==> config.mk <==
export PLATFORM = sky130hd
export DESIGN_NAME = scalar_kalman_smoother_top
export DESIGN_NICKNAME = d
export VERILOG_FILES = /design/src/rtl/ksm_pkg.sv /design/src/rtl/ksm_alu.sv /design/src/rtl/scalar_kalman_smoother_top.sv
export SDC_FILE = /design/constraint.sdc
export NUM_CORES = 1
export LEC_CHECK = 0
export BUFFER_PORTS_ARGS = -buffer_cell sky130_fd_sc_hd__buf_2
export CORE_ASPECT_RATIO = 0.9
export CORE_MARGIN = 4
export CORE_UTILIZATION = 50
export CTS_BUF_LIST = sky130_fd_sc_hd__clkbuf_8
export DETAILED_ROUTE_END_ITERATION = 12
export PLACE_DENSITY = 0.7
export SKIP_CTS_REPAIR_TIMING = 1
export SYNTH_ARGS = -nofsm -noshare
export SYNTH_HDL_FRONTEND = slang
export SYNTH_SLANG_ARGS = --single-unit
==> constraint.sdc <==
create_clock -name clk_i -period 17.2 [get_ports clk_i]
set_input_delay 4.3 -clock clk_i [delete_from_list [all_inputs] [get_ports clk_i]]
set_output_delay 4.3 -clock clk_i [all_outputs]
set_load 0.02 [all_outputs]
==> src/rtl/ksm_pkg.sv <==
// ----------------------------------------------------------------------------
// ksm_pkg
// Shared types and constants of the scalar Kalman smoother: default widths,
// register indexes, sequencer states and operations of the iterative unit.
// ----------------------------------------------------------------------------
package ksm_pkg;

  localparam int unsigned FRAC_BITS_DEF    = 24;
  localparam int unsigned SAMPLE_WIDTH_DEF = 16;
  localparam int unsigned OUT_W            = 16;
  localparam int unsigned COV_W            = 32;
  localparam int unsigned CFG_IDX_W        = 2;
  localparam int unsigned CFG_DATA_W       = 32;

  localparam logic [CFG_IDX_W-1:0] REG_PROC_NOISE = 2'd0;
  localparam logic [CFG_IDX_W-1:0] REG_MEAS_NOISE = 2'd1;

  typedef enum logic [2:0] {
    ST_IDLE,
    ST_PRED,
    ST_SETUP,
    ST_DIV,
    ST_MLOAD,
    ST_MUL,
    ST_UPD,
    ST_OUT
  } ksm_state_e;

  typedef enum logic [2:0] {
    OP_NONE,
    OP_DIV_LOAD,
    OP_GAIN_ZERO,
    OP_GAIN_ONE,
    OP_DIV_STEP,
    OP_MUL_LOAD,
    OP_MUL_STEP
  } ksm_op_e;

endpackage

==> src/rtl/ksm_alu.sv <==
// ----------------------------------------------------------------------------
// ksm_alu
// Iterative arithmetic unit: restoring gain division one quotient bit per
// cycle, then two shift-add multiplications one multiplier bit per cycle.
// ----------------------------------------------------------------------------
module ksm_alu #(
  parameter int unsigned FRAC_BITS = ksm_pkg::FRAC_BITS_DEF,
  parameter int unsigned MAG_W     = ksm_pkg::SAMPLE_WIDTH_DEF + ksm_pkg::FRAC_BITS_DEF + 2
) (
  input  logic                      clk_i,
  input  logic                      rst_ni,
  input  ksm_pkg::ksm_op_e          op_i,
  input  logic [ksm_pkg::COV_W-1:0] pred_i,
  input  logic [ksm_pkg::COV_W:0]   denom_i,
  input  logic [MAG_W-1:0]          mag_i,
  output logic                      last_o,
  output logic [MAG_W-1:0]          step_mag_o,
  output logic [ksm_pkg::COV_W-1:0] cov_o
);
  import ksm_pkg::*;

  localparam int unsigned AW    = ((MAG_W > COV_W + 2) ? MAG_W : COV_W + 2) + 1;
  localparam int unsigned CNT_W = $clog2(FRAC_BITS + 2);
  localparam logic [FRAC_BITS:0] ONE_FX = {1'b1, {FRAC_BITS{1'b0}}};

  logic [COV_W:0]     rem_q;
  logic [FRAC_BITS:0] gain_q;
  logic [FRAC_BITS:0] mq_q;
  logic [FRAC_BITS:0] mb_q;
  logic [MAG_W-1:0]   acc_a_q;
  logic [COV_W-1:0]   acc_b_q;
  logic [CNT_W-1:0]   cnt_q;

  logic          div_mode;
  logic [AW-1:0] add_a;
  logic [AW-1:0] add_b;
  logic [AW-1:0] add_s;
  logic          div_ge;
  logic [COV_W:0] sum_b;

  assign div_mode = (op_i == OP_DIV_STEP);
  assign add_a    = div_mode ? AW'({rem_q, 1'b0}) : AW'(acc_a_q);
  assign add_b    = div_mode ? AW'(denom_i) : (mq_q[0] ? AW'(mag_i) : '0);
  assign add_s    = add_a + (div_mode ? ~add_b : add_b) + AW'(div_mode);
  assign div_ge   = ~add_s[AW-1];
  assign sum_b    = {1'b0, acc_b_q} + (mb_q[0] ? {1'b0, pred_i} : '0);

  always_ff @(posedge clk_i or negedge rst_ni) begin
    if (!rst_ni) begin
      cnt_q <= '0;
    end else begin
      unique case (op_i)
        OP_DIV_LOAD: cnt_q <= CNT_W'(FRAC_BITS);
        OP_MUL_LOAD: cnt_q <= CNT_W'(FRAC_BITS + 1);
        OP_DIV_STEP,
        OP_MUL_STEP: cnt_q <= cnt_q - CNT_W'(1);
        default: ;
      endcase
    end
  end

  always_ff @(posedge clk_i) begin
    unique case (op_i)
      OP_DIV_LOAD: begin
        rem_q  <= {1'b0, pred_i};
        gain_q <= '0;
      end
      OP_GAIN_ZERO: gain_q <= '0;
      OP_GAIN_ONE:  gain_q <= ONE_FX;
      OP_DIV_STEP: begin
        rem_q  <= div_ge ? add_s[COV_W:0] : {rem_q[COV_W-1:0], 1'b0};
        gain_q <= {gain_q[FRAC_BITS-1:0], div_ge};
      end
      OP_MUL_LOAD: begin
        mq_q    <= gain_q;
        mb_q    <= ONE_FX - gain_q;
        acc_a_q <= '0;
        acc_b_q <= '0;
      end
      OP_MUL_STEP: begin
        acc_a_q <= add_s[MAG_W:1];
        mq_q    <= {add_s[0], mq_q[FRAC_BITS:1]};
        acc_b_q <= sum_b[COV_W:1];
        mb_q    <= {sum_b[0], mb_q[FRAC_BITS:1]};
      end
      default: ;
    endcase
  end

  assign last_o     = (cnt_q == CNT_W'(1));
  assign step_mag_o = {acc_a_q[MAG_W-2:0], mq_q[FRAC_BITS]};
  assign cov_o      = {acc_b_q[COV_W-2:0], mb_q[FRAC_BITS]};

endmodule

==> src/rtl/scalar_kalman_smoother_top.sv <==
// ----------------------------------------------------------------------------
// Operation: a new sample is accepted only in the idle state, once the previous
// result has been loaded into the output register. Each sample passes through the
// bit-serial divider and then the bit-serial multipliers; the divider is skipped
// when the gain is trivially zero or one.
// Reset: estimate clears to zero, covariance and noise registers take their
// default values; no clearing pass.
// ----------------------------------------------------------------------------
// scalar_kalman_smoother_top
// One-dimensional Kalman filter over signed encoder samples, fixed point.
// ----------------------------------------------------------------------------
module scalar_kalman_smoother_top #(
  parameter int unsigned FRAC_BITS    = ksm_pkg::FRAC_BITS_DEF,
  parameter int unsigned SAMPLE_WIDTH = ksm_pkg::SAMPLE_WIDTH_DEF
) (
  input  logic                               clk_i,
  input  logic                               rst_ni,
  input  logic                               in_valid_i,
  output logic                               in_ready_o,
  input  logic signed [SAMPLE_WIDTH-1:0]     sample_i,
  output logic                               out_valid_o,
  input  logic                               out_ready_i,
  output logic signed [ksm_pkg::OUT_W-1:0]   filtered_o,
  input  logic                               cfg_we_i,
  input  logic [ksm_pkg::CFG_IDX_W-1:0]      cfg_idx_i,
  input  logic [ksm_pkg::CFG_DATA_W-1:0]     cfg_wdata_i
);
  import ksm_pkg::*;

  localparam int unsigned EST_W = SAMPLE_WIDTH + FRAC_BITS + 1;
  localparam int unsigned MAG_W = EST_W + 1;
  localparam int unsigned IPW   = SAMPLE_WIDTH + 1;
  localparam int unsigned CW    = ((IPW > OUT_W) ? IPW : OUT_W) + 1;

  localparam logic [63:0] ONE_FX = 64'd1 << FRAC_BITS;
  localparam logic [COV_W-1:0] COV_RST = COV_W'((2 * ONE_FX + 50) / 100);
  localparam logic [COV_W-1:0] PN_RST  = COV_W'((ONE_FX + 500) / 1000);
  localparam logic [COV_W-1:0] MN_RST  = COV_W'((543 * ONE_FX + 500) / 1000);

  localparam logic signed [MAG_W:0] EST_HI = {3'b000, {(EST_W-1){1'b1}}};
  localparam logic signed [MAG_W:0] EST_LO = {3'b111, {(EST_W-1){1'b0}}};
  localparam logic signed [CW-1:0]  OUT_HI = {{(CW-OUT_W+1){1'b0}}, {(OUT_W-1){1'b1}}};
  localparam logic signed [CW-1:0]  OUT_LO = {{(CW-OUT_W+1){1'b1}}, {(OUT_W-1){1'b0}}};

  ksm_state_e state_q, state_d;
  ksm_op_e    alu_op;

  logic [COV_W-1:0]               pn_q;
  logic [COV_W-1:0]               mn_q;
  logic signed [EST_W-1:0]        est_q, est_d;
  logic [COV_W-1:0]               cov_q;
  logic signed [SAMPLE_WIDTH-1:0] sample_q;
  logic [COV_W-1:0]               pred_q;
  logic [COV_W:0]                 denom_q;
  logic signed [MAG_W-1:0]        diff_q;
  logic [MAG_W-1:0]               mag_q;
  logic                           neg_q;
  logic                           out_valid_q;
  logic signed [OUT_W-1:0]        filtered_q, filtered_d;

  logic                                   in_xfer;
  logic                                   out_free;
  logic [COV_W:0]                         pred_sum;
  logic [COV_W-1:0]                       pred_d;
  logic signed [SAMPLE_WIDTH+FRAC_BITS-1:0] samp_fx;
  logic signed [MAG_W-1:0]                diff_d;
  logic [MAG_W-1:0]                       mag_d;
  logic                                   gain_zero;
  logic                                   gain_one;
  logic                                   alu_last;
  logic [MAG_W-1:0]                       step_mag;
  logic [COV_W-1:0]                       cov_new;
  logic signed [MAG_W:0]                  est_x;
  logic signed [MAG_W:0]                  step_x;
  logic signed [MAG_W:0]                  ne_w;
  logic signed [EST_W-1:0]                bias;
  logic signed [EST_W-1:0]                trunc;
  logic signed [IPW-1:0]                  ip;
  logic signed [CW-1:0]                   ip_c;

  ksm_alu #(
    .FRAC_BITS (FRAC_BITS),
    .MAG_W     (MAG_W)
  ) u_alu (
    .clk_i      (clk_i),
    .rst_ni     (rst_ni),
    .op_i       (alu_op),
    .pred_i     (pred_q),
    .denom_i    (denom_q),
    .mag_i      (mag_q),
    .last_o     (alu_last),
    .step_mag_o (step_mag),
    .cov_o      (cov_new)
  );

  assign in_xfer  = in_valid_i && in_ready_o;
  assign out_free = !out_valid_q || out_ready_i;

  assign pred_sum = {1'b0, cov_q} + {1'b0, pn_q};
  assign pred_d   = pred_sum[COV_W] ? '1 : pred_sum[COV_W-1:0];
  assign samp_fx  = {sample_q, {FRAC_BITS{1'b0}}};
  assign diff_d   = MAG_W'(samp_fx) - MAG_W'(est_q);
  assign mag_d    = diff_q[MAG_W-1] ? MAG_W'(~diff_q) + MAG_W'(1) : diff_q;

  assign gain_zero = (pred_q == '0) && (mn_q == '0);
  assign gain_one  = (mn_q == '0) && (pred_q != '0);

  assign est_x  = (MAG_W+1)'(est_q);
  assign step_x = signed'({1'b0, step_mag});
  assign ne_w   = neg_q ? est_x - step_x : est_x + step_x;

  always_comb begin
    if (ne_w > EST_HI) begin
      est_d = EST_HI[EST_W-1:0];
    end else if (ne_w < EST_LO) begin
      est_d = EST_LO[EST_W-1:0];
    end else begin
      est_d = ne_w[EST_W-1:0];
    end
  end

  assign bias  = {{(EST_W-FRAC_BITS){1'b0}}, {FRAC_BITS{est_q[EST_W-1]}}};
  assign trunc = est_q + bias;
  assign ip    = trunc[EST_W-1:FRAC_BITS];
  assign ip_c  = CW'(ip);

  always_comb begin
    if (ip_c > OUT_HI) begin
      filtered_d = OUT_HI[OUT_W-1:0];
    end else if (ip_c < OUT_LO) begin
      filtered_d = OUT_LO[OUT_W-1:0];
    end else begin
      filtered_d = ip_c[OUT_W-1:0];
    end
  end

  always_comb begin
    state_d = state_q;
    unique case (state_q)
      ST_IDLE:  if (in_valid_i) state_d = ST_PRED;
      ST_PRED:  state_d = ST_SETUP;
      ST_SETUP: state_d = (gain_zero || gain_one) ? ST_MLOAD : ST_DIV;
      ST_DIV:   if (alu_last) state_d = ST_MLOAD;
      ST_MLOAD: state_d = ST_MUL;
      ST_MUL:   if (alu_last) state_d = ST_UPD;
      ST_UPD:   state_d = ST_OUT;
      ST_OUT:   if (out_free) state_d = ST_IDLE;
      default:  state_d = ST_IDLE;
    endcase
  end

  always_comb begin
    in_ready_o = 1'b0;
    alu_op     = OP_NONE;
    unique case (state_q)
      ST_IDLE: in_ready_o = 1'b1;
      ST_SETUP: begin
        priority if (gain_zero) begin
          alu_op = OP_GAIN_ZERO;
        end else if (gain_one) begin
          alu_op = OP_GAIN_ONE;
        end else begin
          alu_op = OP_DIV_LOAD;
        end
      end
      ST_DIV:   alu_op = OP_DIV_STEP;
      ST_MLOAD: alu_op = OP_MUL_LOAD;
      ST_MUL:   alu_op = OP_MUL_STEP;
      default: ;
    endcase
  end

  always_ff @(posedge clk_i or negedge rst_ni) begin
    if (!rst_ni) begin
      state_q     <= ST_IDLE;
      pn_q        <= PN_RST;
      mn_q        <= MN_RST;
      est_q       <= '0;
      cov_q       <= COV_RST;
      out_valid_q <= 1'b0;
    end else begin
      state_q <= state_d;
      if (cfg_we_i) begin
        unique case (cfg_idx_i)
          REG_PROC_NOISE: pn_q <= cfg_wdata_i[COV_W-1:0];
          REG_MEAS_NOISE: mn_q <= cfg_wdata_i[COV_W-1:0];
          default: ;
        endcase
      end
      if (state_q == ST_UPD) begin
        est_q <= est_d;
        cov_q <= cov_new;
      end
      if (state_q == ST_OUT && out_free) begin
        out_valid_q <= 1'b1;
      end else if (out_ready_i) begin
        out_valid_q <= 1'b0;
      end
    end
  end

  always_ff @(posedge clk_i) begin
    if (in_xfer) begin
      sample_q <= sample_i;
    end
    if (state_q == ST_PRED) begin
      pred_q <= pred_d;
      diff_q <= diff_d;
    end
    if (state_q == ST_SETUP) begin
      denom_q <= {1'b0, pred_q} + {1'b0, mn_q};
      mag_q   <= mag_d;
      neg_q   <= diff_q[MAG_W-1];
    end
    if (state_q == ST_OUT && out_free) begin
      filtered_q <= filtered_d;
    end
  end

  assign out_valid_o = out_valid_q;
  assign filtered_o  = filtered_q;

endmodule

* Word level (Yosys, flattened, before mapping)
Cells that the tools add are included.
** Storage, ports and cells
- Word-level logic and storage cells :: 111
- Output and inout port bits :: 18
- Flip-flop bits (word level) :: 510
** Cells by class
- Reductions and logical operators :: 22
- Muxes and demuxes :: 30
- Add/sub/neg operators :: 12
- Magnitude comparators :: 4
- Eq/ne operators :: 19
- Bitwise gates (word level) :: 3
** Operators with widths (count)
- $mux 43 :: 3
- $mux 41 :: 3
- $pmux 25 s2 :: 2
- $mux 42 :: 2
- $pmux 42 s2 :: 1
- $pmux 25 s3 :: 1
- $add 32x32->33 :: 2
- $pmux 33 s2 :: 1
- $logic_not 32->1 :: 2
- $pmux 32 s2 :: 1
- $add 41x43->43 :: 1
- $add 43x1->43 :: 1
- $add 43x43->43 :: 1
- $gt 43x41->1 const B :: 1
- $lt 43x41->1 const B :: 1
- $not 43->43 :: 1
- $sub 41x43->43 :: 1
- $add 42x2->42 const B :: 1
- $not 42->42 :: 1
- $sub 40x41->42 :: 1
- $add 41x25->41 :: 1
- $add 32x33->33 :: 1
- $mux 33 :: 1
- $mux 32 :: 1
- other kinds (29) :: 58

* Logic depth before layout (Yosys ltp)
- Depth after elaboration :: 13
- Mapped depth :: 24
- Depth with buffers taken out :: 20

* Modules after synthesis
A second synthesis with hierarchy kept.
** Unflattened totals
- Cell total of the unflattened synthesis :: 3524
- Area total of the unflattened synthesis :: 34015.1 sq um
** By module, submodules not included
- scalar_kalman_smoother_top :: cells an instance 2012, instances 1, area an instance 20621.0 sq um
- ksm_alu :: cells an instance 1512, instances 1, area an instance 13394.1 sq um

* Worst setup path before layout
No wires, ideal clock.
- Path type :: register to register
- Start point :: register state_q[2]
- End point :: register u_alu.cnt_q[4]
- Library setup time :: 0.141 ns
- Stages on the path, launching flop included :: 9
- Period minus slack after synthesis :: 7.947 ns
- Slack :: 9.253 ns
- Arrival :: 7.806 ns
- Data required time :: 17.059 ns
- Path buffers :: 1
- Path through :: dfrtp_1 -> clkbuf_1 -> nor2b_1 -> nand2_1 -> nand2_1 -> nand2_1 -> or3_1 -> xor2_1 -> o21ai_0
** Between the ends
- Longest elaborated chain between the ends :: 5
- Elaborated cells between the ends (all ways) :: 12
** RTL lines
- from (decl) :: line scalar_kalman_smoother_top.sv:45 : ksm_state_e state_q, state_d;
- from (signal assigned) :: line scalar_kalman_smoother_top.sv:182 : state_q <= state_d;
- $eq 3x3->1 or $eq 3x2->1 (tied branches) :: line scalar_kalman_smoother_top.sv:155 : unique case (state_q)
- $pmux 3 s4 * :: line scalar_kalman_smoother_top.sv:155
- $eq 3x3->1 :: line ksm_alu.sv:52 : unique case (op_i)
- $reduce_or 2->1 :: line ksm_alu.sv:52
- $pmux 5 s3 or $reduce_bool 3->1 (tied branches)
- to (signal assigned) :: line ksm_alu.sv:53 : OP_DIV_LOAD: cnt_q <= CNT_W'(FRAC_BITS);
- to (signal assigned) :: line ksm_alu.sv:54 : OP_MUL_LOAD: cnt_q <= CNT_W'(FRAC_BITS + 1);
- to (signal assigned) :: line ksm_alu.sv:56 : OP_MUL_STEP: cnt_q <= cnt_q - CNT_W'(1);
- to (decl) :: line ksm_alu.sv:32 : logic [CNT_W-1:0] cnt_q;
Every way passes the cells marked *; elsewhere a longest branch is shown, timed or not.
A chain may end at the register's enable or synchronous reset.

* Worst setup path after layout
- Start point :: register state_q[0]
- End point :: register u_alu.rem_q[28] (data pin)
** Between the ends
- Longest elaborated chain between the ends :: 10
- Elaborated cells between the ends (all ways) :: 15
** RTL lines
- $eq 3x3->1 or $eq 3x2->1 (tied branches) :: line scalar_kalman_smoother_top.sv:155
- $pmux 3 s4 * :: line scalar_kalman_smoother_top.sv:155
- $eq 3x3->1 * :: line ksm_alu.sv:41 : assign div_mode = (op_i == OP_DIV_STEP);
- $mux 43 :: line ksm_alu.sv:43 : assign add_b = div_mode ? AW'(denom_i) : (mq_q[0] ? AW'(mag_i) : '0);
- $not 43->43 :: line ksm_alu.sv:44 : assign add_s = add_a + (div_mode ? ~add_b : add_b) + AW'(div_mode);
- $mux 43 :: line ksm_alu.sv:44
- $add 43x43->43 :: line ksm_alu.sv:44
- $add 43x1->43 * :: line ksm_alu.sv:44
- net u_alu.add_s[42] :: line ksm_alu.sv:37 : logic [AW-1:0] add_s;
- $mux 33 * :: line ksm_alu.sv:71 : rem_q <= div_ge ? add_s[COV_W:0] : {rem_q[COV_W-1:0], 1'b0};
- $pmux 33 s2 * :: line ksm_alu.sv:63 : unique case (op_i)
- to (signal assigned) :: line ksm_alu.sv:65 : rem_q <= {1'b0, pred_i};
- to (signal assigned) :: line ksm_alu.sv:71
- to (decl) :: line ksm_alu.sv:26 : logic [COV_W:0] rem_q;
The timed path passes the listed nets; every way through them passes the cells marked *.

==> impl_metrics.csv <==
group,metric,value,unit
placed_design,place_congestion,0.9174,
synthesis,synth-edff-count,364,
cells_and_area,multi_input_area,0.01790,sq mm
grt,grt-ovfl-total,0,
placed_design,hpwl,61470,microns
cts,clock_latency,710,ps
cells_and_area,antenna-diode-count,0,
critical_path,worst_setup_path_start_kind,"flip-flop",
placed_design,dp_slack,9993,ps
synthesis,synth-compound-area-share,17.08,%
cts,cts_max_level,3,
synthesis,yosys_register_bits,510,
die,die_x,280.4,microns
cells_and_area,layout.cells.non_filler,4477,
die,die_y,253.2,microns
timing,fmax,136.5,MHz
cells_and_area,final_cell_mix,"486 x nand2_1, 364 x edfxtp_1, 289 x nor2_1",
die,start_util,50.74,%
routing,drc,0,
routing,via_per_inst,5.846,
synthesis,synthArstFlopShare,28.63,%
outcome,status,"completed",
placed_design,dpl.cell_count,4312,
power_and_ir_drop,leakage,14.85,nW
timing,report.final.slew_viol_count,0,
power_and_ir_drop,power,8.077,mW
timing,fin_crit,7329,ps
routing,via_count,26170,
cells_and_area,final_util,55.24,%
timing,tns,0,ps
cts,root_buffer,"clkbuf_8",
power_and_ir_drop,clkPwrFrac,14.0,%
power_and_ir_drop,power_density,222.2,mW/mm^2
synthesis,synth_top_family_by_area,"simple AND/OR/NAND/NOR gates",
cells_and_area,stdcell_area,0.03635,sq mm
critical_path,cp_slowest_cell,"dfrtp_1",
grt,grt_max_degree,96,
cts,clock_path_buffers,3,
placed_design,port-buffer-count,72,
cells_and_area,drive_gt1_share,9.936,%
cells_and_area,fin_nets,3825,
synthesis,synth-xor-area-share,7.598,%
synthesis,seq_area_frac_synth,43.75,%
routing,drtAntennaViolNets,0,
die,coreArea,0.06581,sq mm
synthesis,ys_types,87,
cells_and_area,fillerInstances,5936,
timing,hold_violations,0,
synthesis,netlist_instances,3483,
power_and_ir_drop,power_frac_seq,30.3,%
power_and_ir_drop,p_int,4.382,mW
timing,fin_ws,9871,ps
cells_and_area,syn_to_final_growth,8.857,%
timing,fin_skew,46.37,ps
cells_and_area,layout_commonest_cell,"nand2_1",
grt,grt_pass1_wl,134800,microns
routing,drt_iter0_drc,2354,
routing,wire_per_inst,18.78,microns
synthesis,synth.area.mux_share,2.611,%
synthesis,yosys_warnings,0,
placed_design,postPlaceCellArea,0.03457,sq mm
power_and_ir_drop,swShare,45.75,%
grt,first_global_vias,24910,
job,cap_viol_max_count,0,
synthesis,synthSimpleGateAreaFrac,17.39,%
synthesis,synth.net_count,3769,
timing,period_share,42.61,%
synthesis,synth_top_area_share,32.73,%
synthesis,synth-adder-area-share,8.767,%
critical_path,arrival,7790,ps
synthesis,avgSynthCellArea,9.588,sq um
power_and_ir_drop,power_frac_comb,55.7,%
critical_path,worstPathCellList,"nand3b_1 -> buf_4 -> inv_2 -> buf_4 -> nand2_1 -> nand2_1 -> ha_1 -> or2_2 -> o311a_1 -> o31ai_1 -> a211oi_1 -> nor2_1 -> a41oi_1 -> o21ai_0 -> a21oi_1 -> a211o_1 -> ha_1 -> buf_4 -> inv_1 -> and3_1 -> mux2i_1 -> nand3_1",
min_path,min_from,"cov_q[9]",
timing,hold_ws,464.2,ps
critical_path,required,17660,ps
routing,drt_wl_total,84080,microns
grt,antenna_found_initial,1,
cells_and_area,ff_latch_area,0.01461,sq mm
critical_path,crit_top_cell,"buf_4",
cts,cts_tree,"yes",
synthesis,synthFlopType,"edfxtp_1",
timing,grt_setup_unrepaired,"no",
timing,setup-violations-final,0,
timing,slew_headroom,21.00,%
timing,worst-slew-pin-transition,1185,ps
cts,cts_buffers,89,
synthesis,synth_top_area_cell,"edfxtp_1",
critical_path,crit_fanout,83,
critical_path,rr_startpoint,"state_q[0]",
routing,drtPass1Iterations,6,
power_and_ir_drop,vdd_drop_max,117.7,uV
critical_path,critPathKind,"flip-flop to flip-flop",
synthesis,synth_area,0.03340,sq mm
critical_path,max_stage_delay,820,ps
die,rows,89,
die,die-area,0.07100,sq mm
power_and_ir_drop,p_sw,3.695,mW
critical_path,worstSetupEndpointType,"flip-flop",
die,io_pins,73,
synthesis,ys_top_cells_by_area,"edfxtp_1 33%, dfrtp_1 9.3%, ha_1 8.5%",
min_path,holdCritPathClass,"flip-flop to flip-flop",
critical_path,worstSetupStartpoint,"state_q[0]",
cts,cts.sinks,510,
cts,clkTransAtPathRegs,70,ps
grt,grt_usage,23.45,%
[path summary, 6_finish.rpt]
kind / slack (ps) / end / cells past startpoint
min: 460 / cov_q[9] / 2
min reg2reg: 460 / cov_q[9] / 2
max: 9870 / u_alu.rem_q[28] / 22
min in group asynchronous: 3670 / est_q[2] / 1
max in group asynchronous: 12040 / mn_q[7] / 2
max reg2reg: 9870 / u_alu.rem_q[28] / 22
[registers in the layout (all words and copies together) (netlist names), 25 cells and up]
name           cells
est_q             41
u_alu.gain_q      25
diff_q            42
pred_q            32
pn_q              32
u_alu.acc_a_q     42
denom_q           33
u_alu.mq_q        25
u_alu.rem_q       33
cov_q             32
mn_q              32
u_alu.mb_q        25
u_alu.acc_b_q     32
mag_q             42
[kinds of logic (layout without fill, tap and decap cells)]
| family | after synthesis | in the layout |
|---|---|---|
| AOI/OAI and AO/OA | 888 | 888 |
| xor gates and xnor gates | 288 | 288 |
| adders and majority gates | 231 | 231 |
| buffers and inverters | 239 | 369 |
| DFF | 510 | 510 |
| muxes | 79 | 79 |
| and+or+nand+nor | 1248 | 1248 |
[worst max-delay path: cells and delay by family (launching register included)]
family | cells | cell delay, ps
buffers and inverters | 5 | 1860
DFF | 1 | 820
adders and majority gates | 2 | 570
muxes | 1 | 130
and+or+nand+nor | 7 | 1380
AOI/OAI and AO/OA | 7 | 2210
[cells in the mapped netlist, types with 7 or more instances]
cell        n
nand2_1   487
edfxtp_1  364
nor2_1    292
a21oi_1   263
ha_1      226
o21ai_0   207
xnor2_1   204
dfrtp_1   124
clkbuf_1  118
inv_1     102
a21o_1     87
xor2_1     82
nor3_1     76
and2_1     75
nand3_1    71
mux2_2     65
nor4_1     44
nand2b_1   41
o31ai_1    40
o21a_1     37
a31oi_1    36
nand4_1    36
a311oi_1   28
o211ai_1   28
o21bai_1   28
a211oi_1   26
or3_1      23
dfstp_2    22
nor2b_1    22
and3_1     21
or4_1      17
mux2i_1    14
o41ai_1    13
buf_1       9
or2_2       9
a211o_1     7
a31o_2      7
a41oi_1     7
nor3b_1     7
[power by group through the flow]
stage / sequential, mW / combinational [mW] / clock (mW)
CTS: 2.45 / 4.47 / 1.16
floorplan: 2.32 / 3.48 / 0
finish: 2.45 / 4.50 / 1.13
detailed placement: 2.47 / 4.44 / 0
global placement: 2.47 / 4.39 / 0
global route: 2.50 / 5.02 / 1.22
[layout make-up]
class                   count  share of cell area, %
multi-input cells        2734                  49.24
flip-flops and latches    510                  40.19
clock buffers              97                  3.672
well taps                 864                  2.974
repair buffers            102                  1.628
clock inverters            68                  1.239
inverters                 102                  1.053
[per-layer routing]
metal | routed length (microns) | share of wire (%) | global-route usage [%] | vias up
met1 | 39850 | 47 | 33.68 | 12520
met4 | 2223 | 2.6 | 6.514 | 0
li1 | - | - | - | 12880
met3 | 3836 | 4.6 | 3.540 | 147
met2 | 38180 | 45 | 37.28 | 627
met5 | 0 | 0 | 0 | -
Note: power is estimated with default switching activity, not from simulation.
